## config.mk

```make
export PLATFORM = sky130hd
export DESIGN_NAME = byterun1_plane_row_decoder
export DESIGN_NICKNAME = d
export VERILOG_FILES = /design/src/rtl/core/br1_pkg.sv /design/src/rtl/core/br1_cfg_regs.sv /design/src/rtl/core/br1_step.sv /design/src/rtl/core/byterun1_plane_row_decoder.sv
export SDC_FILE = /design/constraint.sdc
export NUM_CORES = 1
export LEC_CHECK = 0
export BUFFER_PORTS_ARGS = -buffer_cell sky130_fd_sc_hd__buf_2
export CAP_MARGIN = 20
export CORE_UTILIZATION = 55
export DETAILED_ROUTE_END_ITERATION = 8
export PLACE_DENSITY = 0.73
export SLEW_MARGIN = 20
export SYNTH_ARGS = -nofsm -noshare
export SYNTH_HDL_FRONTEND = slang
export SYNTH_HIERARCHICAL = 1
export SYNTH_SLANG_ARGS = --single-unit
```

## constraint.sdc

```tcl
create_clock -name clk_i -period 8.7 [get_ports clk_i]
set_input_delay 0.435 -clock clk_i [delete_from_list [all_inputs] [get_ports clk_i]]
set_output_delay 0.435 -clock clk_i [all_outputs]
set_load 0.02 [all_outputs]
```

## src/rtl/core/br1_pkg.sv

```systemverilog
package br1_pkg;

  localparam int unsigned MaxPlanesDefault = 8;

  localparam int unsigned CfgIdxW = 2;
  localparam int unsigned CfgDataW = 16;

  localparam logic [CfgIdxW-1:0] CFG_ROW_BYTES   = 2'd0;
  localparam logic [CfgIdxW-1:0] CFG_PLANE_COUNT = 2'd1;
  localparam logic [CfgIdxW-1:0] CFG_HAS_MASK    = 2'd2;
  localparam logic [CfgIdxW-1:0] CFG_ROW_COUNT   = 2'd3;

  localparam logic [15:0] RowBytesReset   = 16'd40;
  localparam logic [3:0]  PlaneCountReset = 4'd8;
  localparam logic        HasMaskReset    = 1'b0;
  localparam logic [15:0] RowCountReset   = 16'd200;

  // Header byte that carries no run
  localparam logic [7:0] NopHeader = 8'h80;

  typedef enum logic [1:0] {
    PH_HEADER  = 2'd0,
    PH_LITERAL = 2'd1,
    PH_REPEAT  = 2'd2,
    PH_DROP    = 2'd3
  } phase_e;

  typedef enum logic [1:0] {
    ST_OK    = 2'd0,
    ST_TRUNC = 2'd1,
    ST_SHORT = 2'd2
  } status_e;

  typedef struct packed {
    logic [7:0] code_byte;
    logic       end_of_body;
  } in_item_t;

  typedef struct packed {
    logic [7:0] out_byte;
    logic [7:0] repeat_len;
    logic       done_res;
    status_e    status;
  } out_item_t;

  typedef struct packed {
    logic [15:0] row_bytes;
    logic [3:0]  plane_count;
    logic        has_mask;
    logic [15:0] row_count;
  } cfg_t;

  typedef struct packed {
    phase_e      phase;
    logic [7:0]  run_left;
    logic [16:0] seg_left;
    logic [15:0] rows_done;
    logic        finished;
  } dec_state_t;

endpackage

```

## src/rtl/core/br1_cfg_regs.sv

```systemverilog
module br1_cfg_regs (
  input  logic                            clk_i,
  input  logic                            rst_ni,
  input  logic                            cfg_we_i,
  input  logic [br1_pkg::CfgIdxW-1:0]     cfg_idx_i,
  input  logic [br1_pkg::CfgDataW-1:0]    cfg_wdata_i,
  output br1_pkg::cfg_t                   cfg_o,
  output logic                            restart_o
);

  br1_pkg::cfg_t cfg_q, cfg_d;
  logic          restart_q;

  always_comb begin
    cfg_d = cfg_q;
    if (cfg_we_i) begin
      case (cfg_idx_i)
        br1_pkg::CFG_ROW_BYTES:   cfg_d.row_bytes   = cfg_wdata_i[15:0];
        br1_pkg::CFG_PLANE_COUNT: cfg_d.plane_count = cfg_wdata_i[3:0];
        br1_pkg::CFG_HAS_MASK:    cfg_d.has_mask    = cfg_wdata_i[0];
        br1_pkg::CFG_ROW_COUNT:   cfg_d.row_count   = cfg_wdata_i[15:0];
        default:                  cfg_d = cfg_q;
      endcase
    end
  end

  always_ff @(posedge clk_i or negedge rst_ni) begin
    if (!rst_ni) begin
      cfg_q.row_bytes   <= br1_pkg::RowBytesReset;
      cfg_q.plane_count <= br1_pkg::PlaneCountReset;
      cfg_q.has_mask    <= br1_pkg::HasMaskReset;
      cfg_q.row_count   <= br1_pkg::RowCountReset;
      restart_q         <= 1'b0;
    end else begin
      cfg_q     <= cfg_d;
      // restart is registered, so it rises in the cycle after the write and the decoder sees the new values
      restart_q <= cfg_we_i;
    end
  end

  assign cfg_o     = cfg_q;
  assign restart_o = restart_q;

endmodule

```

## src/rtl/core/br1_step.sv

```systemverilog
module br1_step #(
  parameter int unsigned MAX_PLANES = br1_pkg::MaxPlanesDefault,
  localparam int unsigned PIW = $clog2(MAX_PLANES + 2)
) (
  input  br1_pkg::cfg_t       cfg_i,
  input  br1_pkg::dec_state_t st_i,
  input  logic [PIW-1:0]      plane_i,
  input  br1_pkg::in_item_t   item_i,
  output br1_pkg::dec_state_t st_o,
  output logic [PIW-1:0]      plane_o,
  output logic                res_valid_o,
  output br1_pkg::out_item_t  res_o,
  output logic [16:0]         seg_len_o
);

  logic [16:0]    seg_len;
  logic [16:0]    pad17;
  logic [PIW-1:0] eff_planes;
  logic [PIW-1:0] plane_limit;
  logic           empty_img;
  logic           last_seg;
  logic           image_plane;
  logic [16:0]    run17;
  logic [16:0]    cnt;
  logic [16:0]    after;
  logic [16:0]    emit;
  logic [7:0]     run_dec;
  logic [16:0]    seg_dec1;

  assign seg_len   = {1'b0, cfg_i.row_bytes} + 17'(cfg_i.row_bytes[0]);
  assign seg_len_o = seg_len;
  assign pad17     = 17'(cfg_i.row_bytes[0]);
  assign eff_planes = (cfg_i.plane_count > 4'(MAX_PLANES)) ? PIW'(MAX_PLANES)
                                                           : PIW'(cfg_i.plane_count);
  assign plane_limit = eff_planes + PIW'(cfg_i.has_mask);
  assign empty_img   = (cfg_i.row_bytes == '0) || (cfg_i.plane_count == '0) ||
                       (cfg_i.row_count == '0);
  assign last_seg    = ((plane_i + PIW'(1)) == eff_planes) &&
                       (({1'b0, st_i.rows_done} + 17'd1) == {1'b0, cfg_i.row_count});
  assign image_plane = plane_i < eff_planes;

  assign run17    = {9'b0, st_i.run_left};
  assign cnt      = (run17 < st_i.seg_left) ? run17 : st_i.seg_left;
  assign after    = st_i.seg_left - cnt;
  assign emit     = (after >= pad17) ? cnt : cnt - 17'd1;
  assign run_dec  = st_i.run_left - 8'd1;
  assign seg_dec1 = st_i.seg_left - 17'd1;

  logic        have;
  logic        done;
  logic [7:0]  len;
  logic        adv_en;
  logic [16:0] adv_k;
  logic [16:0] seg_sub;
  logic [PIW-1:0] plane_inc;

  always_comb begin
    st_o        = st_i;
    plane_o     = plane_i;
    have        = 1'b0;
    done        = 1'b0;
    len         = '0;
    adv_en      = 1'b0;
    adv_k       = '0;
    seg_sub     = '0;
    plane_inc   = '0;
    res_valid_o = 1'b0;
    res_o.out_byte   = '0;
    res_o.repeat_len = '0;
    res_o.done_res   = 1'b0;
    res_o.status     = br1_pkg::ST_OK;

    if (st_i.finished) begin
      res_valid_o = 1'b0;
    end else if (empty_img) begin
      st_o.finished  = 1'b1;
      res_valid_o    = 1'b1;
      res_o.done_res = 1'b1;
    end else begin
      case (st_i.phase)
        br1_pkg::PH_HEADER: begin
          if (!item_i.code_byte[7]) begin
            st_o.run_left = item_i.code_byte + 8'd1;
            st_o.phase    = br1_pkg::PH_LITERAL;
          end else if (item_i.code_byte != br1_pkg::NopHeader) begin
            st_o.run_left = 8'd1 - item_i.code_byte;
            st_o.phase    = br1_pkg::PH_REPEAT;
          end
        end
        br1_pkg::PH_LITERAL: begin
          if (image_plane && (st_i.seg_left > pad17)) begin
            have = 1'b1;
            len  = 8'd1;
            if ((seg_dec1 <= pad17) && last_seg) begin
              done = 1'b1;
            end
          end
          st_o.run_left = run_dec;
          if (run_dec == '0) begin
            st_o.phase = br1_pkg::PH_HEADER;
          end else if (st_i.seg_left == 17'd1) begin
            // run crosses the segment end: swallow the excess literals
            st_o.phase = br1_pkg::PH_DROP;
          end
          adv_en = 1'b1;
          adv_k  = 17'd1;
        end
        br1_pkg::PH_REPEAT: begin
          if (image_plane && (emit != '0)) begin
            have = 1'b1;
            len  = emit[7:0];
            if ((after <= pad17) && last_seg) begin
              done = 1'b1;
            end
          end
          st_o.run_left = '0;
          st_o.phase    = br1_pkg::PH_HEADER;
          adv_en        = 1'b1;
          adv_k         = cnt;
        end
        br1_pkg::PH_DROP: begin
          st_o.run_left = run_dec;
          if (run_dec == '0) begin
            st_o.phase = br1_pkg::PH_HEADER;
          end
        end
        default: st_o = st_i;
      endcase

      // step through segments, planes and rows
      if (adv_en) begin
        seg_sub = st_i.seg_left - adv_k;
        if (seg_sub == '0) begin
          st_o.seg_left = seg_len;
          plane_inc     = plane_i + PIW'(1);
          if (plane_inc >= plane_limit) begin
            plane_o        = '0;
            st_o.rows_done = st_i.rows_done + 16'd1;
          end else begin
            plane_o = plane_inc;
          end
        end else begin
          st_o.seg_left = seg_sub;
        end
      end

      if (done) begin
        st_o.finished = 1'b1;
      end else if (item_i.end_of_body) begin
        st_o.finished = 1'b1;
        done          = 1'b1;
        res_o.status  = (st_o.phase != br1_pkg::PH_HEADER) ? br1_pkg::ST_TRUNC
                                                           : br1_pkg::ST_SHORT;
      end

      res_valid_o      = have || done;
      res_o.out_byte   = have ? item_i.code_byte : 8'd0;
      res_o.repeat_len = have ? len : 8'd0;
      res_o.done_res   = done;
    end
  end

endmodule

```

## src/rtl/core/byterun1_plane_row_decoder.sv

```systemverilog
// ByteRun1 (PackBits) plane-row decoder. Takes one compressed body byte per
// item and returns at most one result per byte: a byte value with the number
// of times it is written (repeat_len 0 marks a status-only result), done_res on
// the last result of the image, and a status of ok, truncated run or short
// body. Throughput is one item per clock while the output is not stalled; a
// byte moves through an input register and the decode logic into the result
// register. Runs are clamped at each plane row segment, mask-plane and
// odd-width pad bytes are discarded, and after the final result all further
// items are taken and ignored until the next configuration write or reset. A
// configuration write restarts decoding; allow one cycle after it before the
// first item.
module byterun1_plane_row_decoder #(
  parameter int unsigned MAX_PLANES = br1_pkg::MaxPlanesDefault
) (
  input  logic                         clk_i,
  input  logic                         rst_ni,
  input  logic                         in_valid_i,
  output logic                         in_stall_o,
  input  br1_pkg::in_item_t            in_item_i,
  output logic                         out_valid_o,
  input  logic                         out_stall_i,
  output br1_pkg::out_item_t           out_item_o,
  input  logic                         cfg_we_i,
  input  logic [br1_pkg::CfgIdxW-1:0]  cfg_idx_i,
  input  logic [br1_pkg::CfgDataW-1:0] cfg_wdata_i
);

  localparam int unsigned PIW = $clog2(MAX_PLANES + 2);

  br1_pkg::cfg_t       cfg;
  logic                restart;
  br1_pkg::dec_state_t st_q, st_d, st_next;
  logic [PIW-1:0]      plane_q, plane_d, plane_next;
  logic                res_valid;
  br1_pkg::out_item_t  res;
  logic [16:0]         seg_len;

  logic                in_valid_q;
  br1_pkg::in_item_t   in_item_q;
  logic                out_valid_q, out_valid_d;
  br1_pkg::out_item_t  out_item_q;
  logic                out_free;
  logic                proc;

  br1_cfg_regs u_cfg (
    .clk_i       (clk_i),
    .rst_ni      (rst_ni),
    .cfg_we_i    (cfg_we_i),
    .cfg_idx_i   (cfg_idx_i),
    .cfg_wdata_i (cfg_wdata_i),
    .cfg_o       (cfg),
    .restart_o   (restart)
  );

  br1_step #(
    .MAX_PLANES (MAX_PLANES)
  ) u_step (
    .cfg_i       (cfg),
    .st_i        (st_q),
    .plane_i     (plane_q),
    .item_i      (in_item_q),
    .st_o        (st_next),
    .plane_o     (plane_next),
    .res_valid_o (res_valid),
    .res_o       (res),
    .seg_len_o   (seg_len)
  );

  assign out_free   = !out_valid_q || !out_stall_i;
  assign proc       = in_valid_q && out_free;
  assign in_stall_o = in_valid_q && !out_free;

  always_comb begin
    st_d    = st_q;
    plane_d = plane_q;
    if (restart) begin
      st_d.phase     = br1_pkg::PH_HEADER;
      st_d.run_left  = '0;
      st_d.seg_left  = seg_len;
      st_d.rows_done = '0;
      st_d.finished  = 1'b0;
      plane_d        = '0;
    end else if (proc) begin
      st_d    = st_next;
      plane_d = plane_next;
    end
  end

  always_comb begin
    out_valid_d = out_valid_q;
    if (out_free) begin
      out_valid_d = proc && res_valid;
    end
  end

  always_ff @(posedge clk_i or negedge rst_ni) begin
    if (!rst_ni) begin
      st_q.phase     <= br1_pkg::PH_HEADER;
      st_q.run_left  <= '0;
      st_q.seg_left  <= {1'b0, br1_pkg::RowBytesReset} + 17'(br1_pkg::RowBytesReset[0]);
      st_q.rows_done <= '0;
      st_q.finished  <= 1'b0;
      plane_q        <= '0;
      in_valid_q     <= 1'b0;
      out_valid_q    <= 1'b0;
    end else begin
      st_q        <= st_d;
      plane_q     <= plane_d;
      out_valid_q <= out_valid_d;
      if (!in_stall_o) begin
        in_valid_q <= in_valid_i;
      end
    end
  end

  // payload registers: load on acceptance only
  always_ff @(posedge clk_i) begin
    if (in_valid_i && !in_stall_o) begin
      in_item_q <= in_item_i;
    end
    if (proc && res_valid) begin
      out_item_q <= res;
    end
  end

  assign out_valid_o = out_valid_q;
  assign out_item_o  = out_item_q;

endmodule

```

After elaboration in Yosys (flattened, before gate mapping). Index checks and enable logic that the tools add are counted.

Register bits after elaboration: 116. Input port bits: 32. Output and inout bits: 21. Logic and storage cells: 152.

$add $sub $neg: 12. $lt $le $gt $ge: 8. Equal/unequal tests: 13. Mux-type cells: 56. Bitwise logic cells: 2. Reductions and logical operators: 42.

Operators by type and width (number): two-way mux 44 bit (3); two-way mux 17 bit (5); two-way mux 43 bit (1); two-way mux 10 bit (4); case mux 10 bit (4 select lines) (1); less-or-equal comparator 17 x 1 -> 1 bit (2); case mux 17 bit (2 select lines) (1); subtractor 17 x 1 -> 17 bit, second input constant (2); subtractor 17 bit (2); two-way mux 33 bit (1); logical NOT 16 bit (2); two-way mux 16 bit (2); two-way mux 4 bit (8); two-way mux 1 bit (22); adder 16 x 1 -> 17 bit (1); adder 16 x 1 -> 17 bit, second input constant (1); == test 17 x 1 -> 1 bit, second input constant (1); == test 17 x 16 -> 1 bit (1); >= comparator 17 x 1 -> 1 bit (1); > comparator 17 x 1 -> 1 bit (1); logical NOT 17 bit (1); < comparator 8 x 17 -> 1 bit (1); nonzero test 17 bit (1); adder 16 x 1 -> 16 bit, second input constant (1); other kinds (35) (67).

Longest topological paths before layout.
Depth in word-level cells: 18. Depth in mapped cells: 30. Gate-level depth less buffers: 25.

Hierarchy. The synthesis kept the hierarchy.

Modules (own cells, without submodules): br1_step (instances 1, cells each 824, area an instance 5401.4 um2, seq. area each 0.0 um2); byterun1_plane_row_decoder (instances 1, cells each 179, area an instance 2855.2 um2, seq. area each 2094.5 um2); br1_cfg_regs (instances 1, cells each 81, area an instance 1445.1 um2, seq. area each 958.4 um2).

Worst setup path before layout. OpenSTA, ideal clock, no wires.

Kind: register to register. From: register st_q[20] (netlist bit). To: register st_q[2] (netlist bit). Setup time: 0.121 ns. Arrival time: 6.243 ns. Required time: 8.579 ns. Slack: 2.336 ns. Stages on the path, launching flop included: 26. Clock period less this slack: 6.364 ns. Cells stage by stage: dfstp_2 clkinv_1 ha_1 a2111oi_0 nor4_4 nor2_2 buf_6 clkbuf_1 nor2_1 a21oi_1 inv_1 nand2_1 ha_1 nor2b_1 o21ai_0 a21boi_1 o311ai_1 o2111ai_1 a31o_2 a21oi_1 xnor2_1 or4_1 clkbuf_1 nor4_1 mux2_2 a22o_1.

Longest elaborated chain between the ends: 9.

RTL lines: from (decl) (RTL line byterun1_plane_row_decoder.sv:32) `br1_pkg::dec_state_t st_q, st_d, st_next;`; from (signal assigned) (RTL line byterun1_plane_row_decoder.sv:107) `st_q <= st_d;`; < comparator 8 x 17 -> 1 bit (RTL line br1_step.sv:43) `assign cnt = (run17 < st_i.seg_left) ? run17 : st_i.seg_left;`; two-way mux 17 bit (RTL line br1_step.sv:43); case mux 17 bit (2 select lines) (RTL line br1_step.sv:80) `case (st_i.phase)`; two-way mux 17 bit (RTL line br1_step.sv:75) `end else if (empty_img) begin`; two-way mux 17 bit (RTL line br1_step.sv:73) `if (st_i.finished) begin`; subtractor 17 bit * (RTL line br1_step.sv:132) `seg_sub = st_i.seg_left - adv_k;`; logical NOT 17 bit * (RTL line br1_step.sv:133) `if (seg_sub == '0) begin`; nonzero test 2 bit (no line) *; AND reduction 6 bit (no line) *.

Every way passes the cells marked *; elsewhere a longest branch is shown, timed or not. The select of a mux whose other input is x is not followed. A chain may end at the register's enable or synchronous reset.

Worst setup path in the final report.
From: register st_q[20] (netlist bit). To: register plane_q[0].

Longest elaborated chain between the ends: 9.

RTL lines: < comparator 8 x 17 -> 1 bit (RTL line br1_step.sv:43); two-way mux 17 bit (RTL line br1_step.sv:43); case mux 17 bit (2 select lines) (RTL line br1_step.sv:80); two-way mux 17 bit (RTL line br1_step.sv:75); two-way mux 17 bit (RTL line br1_step.sv:73); subtractor 17 bit * (RTL line br1_step.sv:132); logical NOT 17 bit * (RTL line br1_step.sv:133); nonzero test 2 bit (no line) *; AND reduction 5 bit (no line) *; to (signal assigned) (RTL line byterun1_plane_row_decoder.sv:108) `plane_q <= plane_d;`; to (decl) (RTL line byterun1_plane_row_decoder.sv:33) `logic [PIW-1:0] plane_q, plane_d, plane_next;`.

Marks and branches as above.

==> impl_summary.log <==
[metrics] result of the run: completed
[metrics] top flip-flop cell by instance count after synthesis: sky130_fd_sc_hd__dfrtp_1
[metrics] final setup skew: 0.0103 ns
[metrics] Setup CP Type: reg -> reg
[metrics] final estimated routing congestion in global placement: between 0.9 and 1
[metrics] final wirelength: roughly 26 mm
[metrics] peak-usage layer in the global routing report: met2
[metrics] Net Sw Power: between 0.001 and 0.0015 W
[metrics] standard-cell rows: 48
[metrics] number of optimization iterations in the first detailed-route pass: 6
[metrics] Core ar.: between 15,000 and 20,000 um^2
[metrics] proportion of power drawn by flip-flops and latches: just over 30%
[metrics] Worst-Margin Slew: ~0.98 ns
[metrics] setup repair after global routing missed its margin: no
[metrics] total number of vias: roughly 8,600
[metrics] Horiz. Die Dim: around 130 um
[metrics] critical path data required time: ~9.0 ns
[metrics] total leakage power: around 4.6 nW
[metrics] post-placement cell area: slightly above 10,000 um^2
[metrics] max-cap check violation count: 0
[metrics] total power consumption of the routed design: approximately 0.0027 W
[metrics] clock network power share: roughly 25%
[metrics] Worst setup SP type: flop
[metrics] routed wire length per instance: 18.7 um
[metrics] Die Height: 135 um
[metrics] total of endpoints with negative setup slack in the final report: 0
[metrics] Post-Synthesis Cells: approximately 1,100
[metrics] Syn Std Cell Area: between 9000 and 10,000 um^2
[metrics] IO buf count: between 50 and 60
[metrics] Setup Total Neg Slack: 0 ns
[metrics] CTS sink count: about 120
[metrics] Switching Share: between 40 and 50%
[metrics] finished layout cell area: around 11,000 um^2
[metrics] GR met3 Demand/Resource: between 4 and 5%
[metrics] Fmax: 131 MHz
[metrics] sum of overflow across all layers after global routing: 0
[metrics] number of antenna violations at the first check in global routing: 0
[metrics] number of different library cells in the post-synthesis netlist: 88
[metrics] FFs w/ async S/R, synth: 75.9%
[metrics] number of global-route vias before repair: 7,873
[metrics] Detailed Place HPWL: roughly 18 mm
[metrics] area growth from synthesis to final layout: 10.1%
[metrics] Max Root-Sink Buffers: 2
[metrics] mean post-synth cell area: roughly 9.0 um^2
[metrics] remaining max-slew budget at the tightest pin: a little over a third
[metrics] number of remaining DRC errors: 0
[metrics] Layout Utilization: roughly three fifths
[metrics] fin crit period: approximately 7.6 ns
[metrics] total die area: about 18,000 um^2
[metrics] power density of the placed cells: 250 nW/um^2
[metrics] met1 global-route usage: between 30% and 40%
[metrics] initial standard-cell utilization of the core: a little under three fifths
[metrics] CP max FO: 18
[metrics] number of CTS-inserted buffers: 17
[metrics] overall fraction of global-route tracks in use: between 20 and 30%
[metrics] met2 track demand over resource: 47.2%
[metrics] diode count: 0
[metrics] wire length of the first global-routing pass: about 41 mm
[metrics] capturing element type of the critical path: flop
[metrics] final worst-path cycle share: between 80% and 90%
[metrics] Yosys Warn Count: 6
[metrics] count of final max-slew check failures: 0
[metrics] internal power: roughly 0.0015 W
[metrics] root buffer cell: sky130_fd_sc_hd__clkbuf_16
[metrics] Reg clk slew, reported paths: around 0.060 ns
[metrics] Initial DRC Count: about 830
[metrics] clock tree from TritonCTS: done
[metrics] count of flip-flops with a built-in enable after synthesis: 28
[metrics] largest net degree at the start of global routing: between 50 and 60
[metrics] Critical Path AT: ~8 ns
[metrics] maximum vdd ir drop: roughly 0.00016 V
[metrics] sequential-to-total area share from yosys stat: about a third
[metrics] Layout fillers: roughly 1,500
[metrics] number of nets in the final layout: between 1,000 and 1,500
[metrics] number of vias per cell: around 6.3
[metrics] number of synthesized register bits: around 120
[metrics] combinational share of power: ~45%
[metrics] type of the tightest min-delay check: in -> reg
[metrics] Reg2Reg Setup Slack: around 1.1 ns
[metrics] count of endpoints failing hold in the final timing report: 0
[metrics] Top Ports: 53
[metrics] post-route antenna net violation count: 0
[metrics] level count of the clock H-tree: 4
[metrics] share of layout cells above drive strength 1: 15.3%
[metrics] worst-skew pair later-pin latency: roughly 0.42 ns
-- synth_stat cells, types with 7 or more instances --
cell type	count	area [um^2]
sky130_fd_sc_hd__nor2_1	93	349
sky130_fd_sc_hd__dfrtp_1	80	2000
sky130_fd_sc_hd__a21oi_1	66	330
sky130_fd_sc_hd__ha_1	62	776
sky130_fd_sc_hd__nor3_1	56	280
sky130_fd_sc_hd__nand2_1	51	191
sky130_fd_sc_hd__o21ai_0	49	245
sky130_fd_sc_hd__nand3_1	45	225
sky130_fd_sc_hd__xnor2_1	42	368
sky130_fd_sc_hd__xor2_1	42	368
sky130_fd_sc_hd__inv_1	41	154
sky130_fd_sc_hd__mux2_2	41	462
sky130_fd_sc_hd__a22o_1	34	298
sky130_fd_sc_hd__clkbuf_1	28	105
sky130_fd_sc_hd__edfxtp_1	28	841
sky130_fd_sc_hd__a21o_1	25	188
sky130_fd_sc_hd__mux2i_1	25	250
sky130_fd_sc_hd__nand2b_1	20	125
sky130_fd_sc_hd__and2_1	19	119
sky130_fd_sc_hd__nor4_1	17	106
sky130_fd_sc_hd__or3_1	16	100
sky130_fd_sc_hd__and3_1	14	87.6
sky130_fd_sc_hd__nand4_1	13	81.3
sky130_fd_sc_hd__nand3b_1	11	82.6
sky130_fd_sc_hd__o31ai_1	10	75.1
sky130_fd_sc_hd__nor2b_1	9	56.3
sky130_fd_sc_hd__dfstp_2	8	210
sky130_fd_sc_hd__or2_2	8	50.1
sky130_fd_sc_hd__buf_2	7	35.0
sky130_fd_sc_hd__o21a_1	7	52.6
sky130_fd_sc_hd__or4_1	7	52.6
-- path summary, 6_finish.rpt --
kind | start | endpoint | cells after the start
max | st_q[20]$_DFFE_PN1P_ | plane_q[0]$_DFFE_PN0P_ | 24
min | in_item_i[8] | in_item_q[8]$_DFFE_PP_ | 1
max reg2reg | st_q[20]$_DFFE_PN1P_ | plane_q[0]$_DFFE_PN0P_ | 24
min reg2reg | u_cfg/cfg_o[17]$_DFFE_PN0P_ | u_cfg/cfg_o[17]$_DFFE_PN0P_ | 1
max in group asynchronous | rst_ni | st_q[0]$_DFFE_PN0P_ | 3
min in group asynchronous | rst_ni | st_q[39]$_DFFE_PN0P_ | 2
-- worst max-delay path, cell delays in order, from the launching register on --
cell	delay, ns
sky130_fd_sc_hd__dfstp_2	0.60
sky130_fd_sc_hd__clkinv_1	0.25
sky130_fd_sc_hd__ha_1	0.30
sky130_fd_sc_hd__a2111oi_0	0.74
sky130_fd_sc_hd__nor4_4	0.12
sky130_fd_sc_hd__nor2_2	0.50
sky130_fd_sc_hd__mux2i_1	0.50
sky130_fd_sc_hd__a21oi_1	0.14
sky130_fd_sc_hd__nor2_1	0.13
sky130_fd_sc_hd__ha_1	0.20
sky130_fd_sc_hd__fa_1	0.22
sky130_fd_sc_hd__nor2b_1	0.06
sky130_fd_sc_hd__o21ai_0	0.20
sky130_fd_sc_hd__a21boi_0	0.19
sky130_fd_sc_hd__o221a_2	0.32
sky130_fd_sc_hd__or2_2	0.29
sky130_fd_sc_hd__o41ai_1	0.39
sky130_fd_sc_hd__xor2_1	0.24
sky130_fd_sc_hd__nand3_1	0.16
sky130_fd_sc_hd__or4_1	0.43
sky130_fd_sc_hd__buf_4	0.23
sky130_fd_sc_hd__nor3_2	0.51
sky130_fd_sc_hd__buf_4	0.27
sky130_fd_sc_hd__mux2_2	0.33
sky130_fd_sc_hd__a22o_1	0.19
-- state kept, by name, summed over array words and instances, names as in the netlist --
register / flops
out_valid_o: 1
u_cfg/cfg_o: 37
u_cfg/restart_o: 1
in_item_q: 9
st_q: 44
plane_q: 4
in_valid_q: 1
out_item_o: 19
-- layout make-up --
class | instances | area, um^2 | area share (%)
multi-input combinational | 889 | 6280 | 58.8
sequential | 116 | 3050 | 28.6
clock buffer | 19 | 453 | 4.24
timing repair buffer | 64 | 355 | 3.33
tap | 225 | 282 | 2.64
inverter | 42 | 158 | 1.48
clock inverter | 13 | 98.8 | 0.925
-- power groups by stage --
stage | Combinational (W) | Clock [W] | Sequential (W)
after floorplan | 0.000905 | 0 | 0.000762
after global placement | 0.00114 | 0 | 0.000819
after detailed placement | 0.00115 | 0 | 0.000824
after CTS | 0.00116 | 0.000669 | 0.000814
after global routing | 0.00130 | 0.000693 | 0.000836
final | 0.00119 | 0.000663 | 0.000818
-- layout by cell type, fill, tap and decap left out, types with 6 or more instances in the layout --
master,n
sky130_fd_sc_hd__or2_2,8
sky130_fd_sc_hd__nor3b_1,6
sky130_fd_sc_hd__mux2_2,41
sky130_fd_sc_hd__a31oi_1,6
sky130_fd_sc_hd__o21a_1,7
sky130_fd_sc_hd__a21oi_1,66
sky130_fd_sc_hd__o21ai_0,49
sky130_fd_sc_hd__mux2i_1,25
sky130_fd_sc_hd__nor2_1,92
sky130_fd_sc_hd__and3_1,14
sky130_fd_sc_hd__a21o_1,25
sky130_fd_sc_hd__ha_1,62
sky130_fd_sc_hd__nand3b_1,11
sky130_fd_sc_hd__nand2b_1,20
sky130_fd_sc_hd__nand2_1,51
sky130_fd_sc_hd__buf_2,51
sky130_fd_sc_hd__conb_1,9
sky130_fd_sc_hd__nor3_1,56
sky130_fd_sc_hd__a211oi_1,6
sky130_fd_sc_hd__xnor2_1,42
sky130_fd_sc_hd__or4_1,7
sky130_fd_sc_hd__and2_1,19
sky130_fd_sc_hd__nand3_1,45
sky130_fd_sc_hd__xor2_1,42
sky130_fd_sc_hd__buf_4,12
sky130_fd_sc_hd__o31ai_1,10
sky130_fd_sc_hd__a22o_1,34
sky130_fd_sc_hd__edfxtp_1,28
sky130_fd_sc_hd__dfrtp_1,80
sky130_fd_sc_hd__nor4_1,17
sky130_fd_sc_hd__inv_1,41
sky130_fd_sc_hd__or3_1,16
sky130_fd_sc_hd__dfstp_2,8
sky130_fd_sc_hd__nand4_1,13
sky130_fd_sc_hd__clkbuf_16,17
sky130_fd_sc_hd__nor2b_1,9
-- repair_timing --
item | in CTS | in global routing
endpoints found under the hold margin | 30 | 0
hold buffers | 1 | 0
buffers inserted | 0 | 0
resized for setup | 0 | 0
-- stage by stage --
| step | setup slack, ns | instances | hold WS (ns) |
|---|---|---|---|
| 2_1_floorplan | 2.34 | 1091 | 0.139 |
| 3_3_place_gp | 1.56 | 1335 | 0.413 |
| 3_5_place_dp | 1.32 | 1335 | 0.431 |
| 4_1_cts | 1.29 | 1368 | 0.178 |
| 5_1_grt | 0.560 | 1368 | 0.178 |
| 6_report | 1.09 | 1368 | 0.190 |
-- logic make-up after synthesis --
logic type,share of synthesized area [%]
DFF,31.5
and+or+nand+nor,22.8
adders and majority gates,8.41
xor gates and xnor gates,7.58
buffers and inverters,4.08
other,0.0774
AOI/OAI and AO/OA,18.0
muxes,7.60
-- per-layer routing --
| layer | wire length [um] | vias to the layer above | share of wire [%] |
|---|---|---|---|
| li1 | - | 4099 | - |
| met1 | 11400 | 4088 | 45 |
| met2 | 12100 | 358 | 47 |
| met3 | 1550 | 43 | 6.1 |
| met4 | 503 | 0 | 2.0 |
| met5 | 0 | - | 0 |
(Power assumes the default switching activity.)
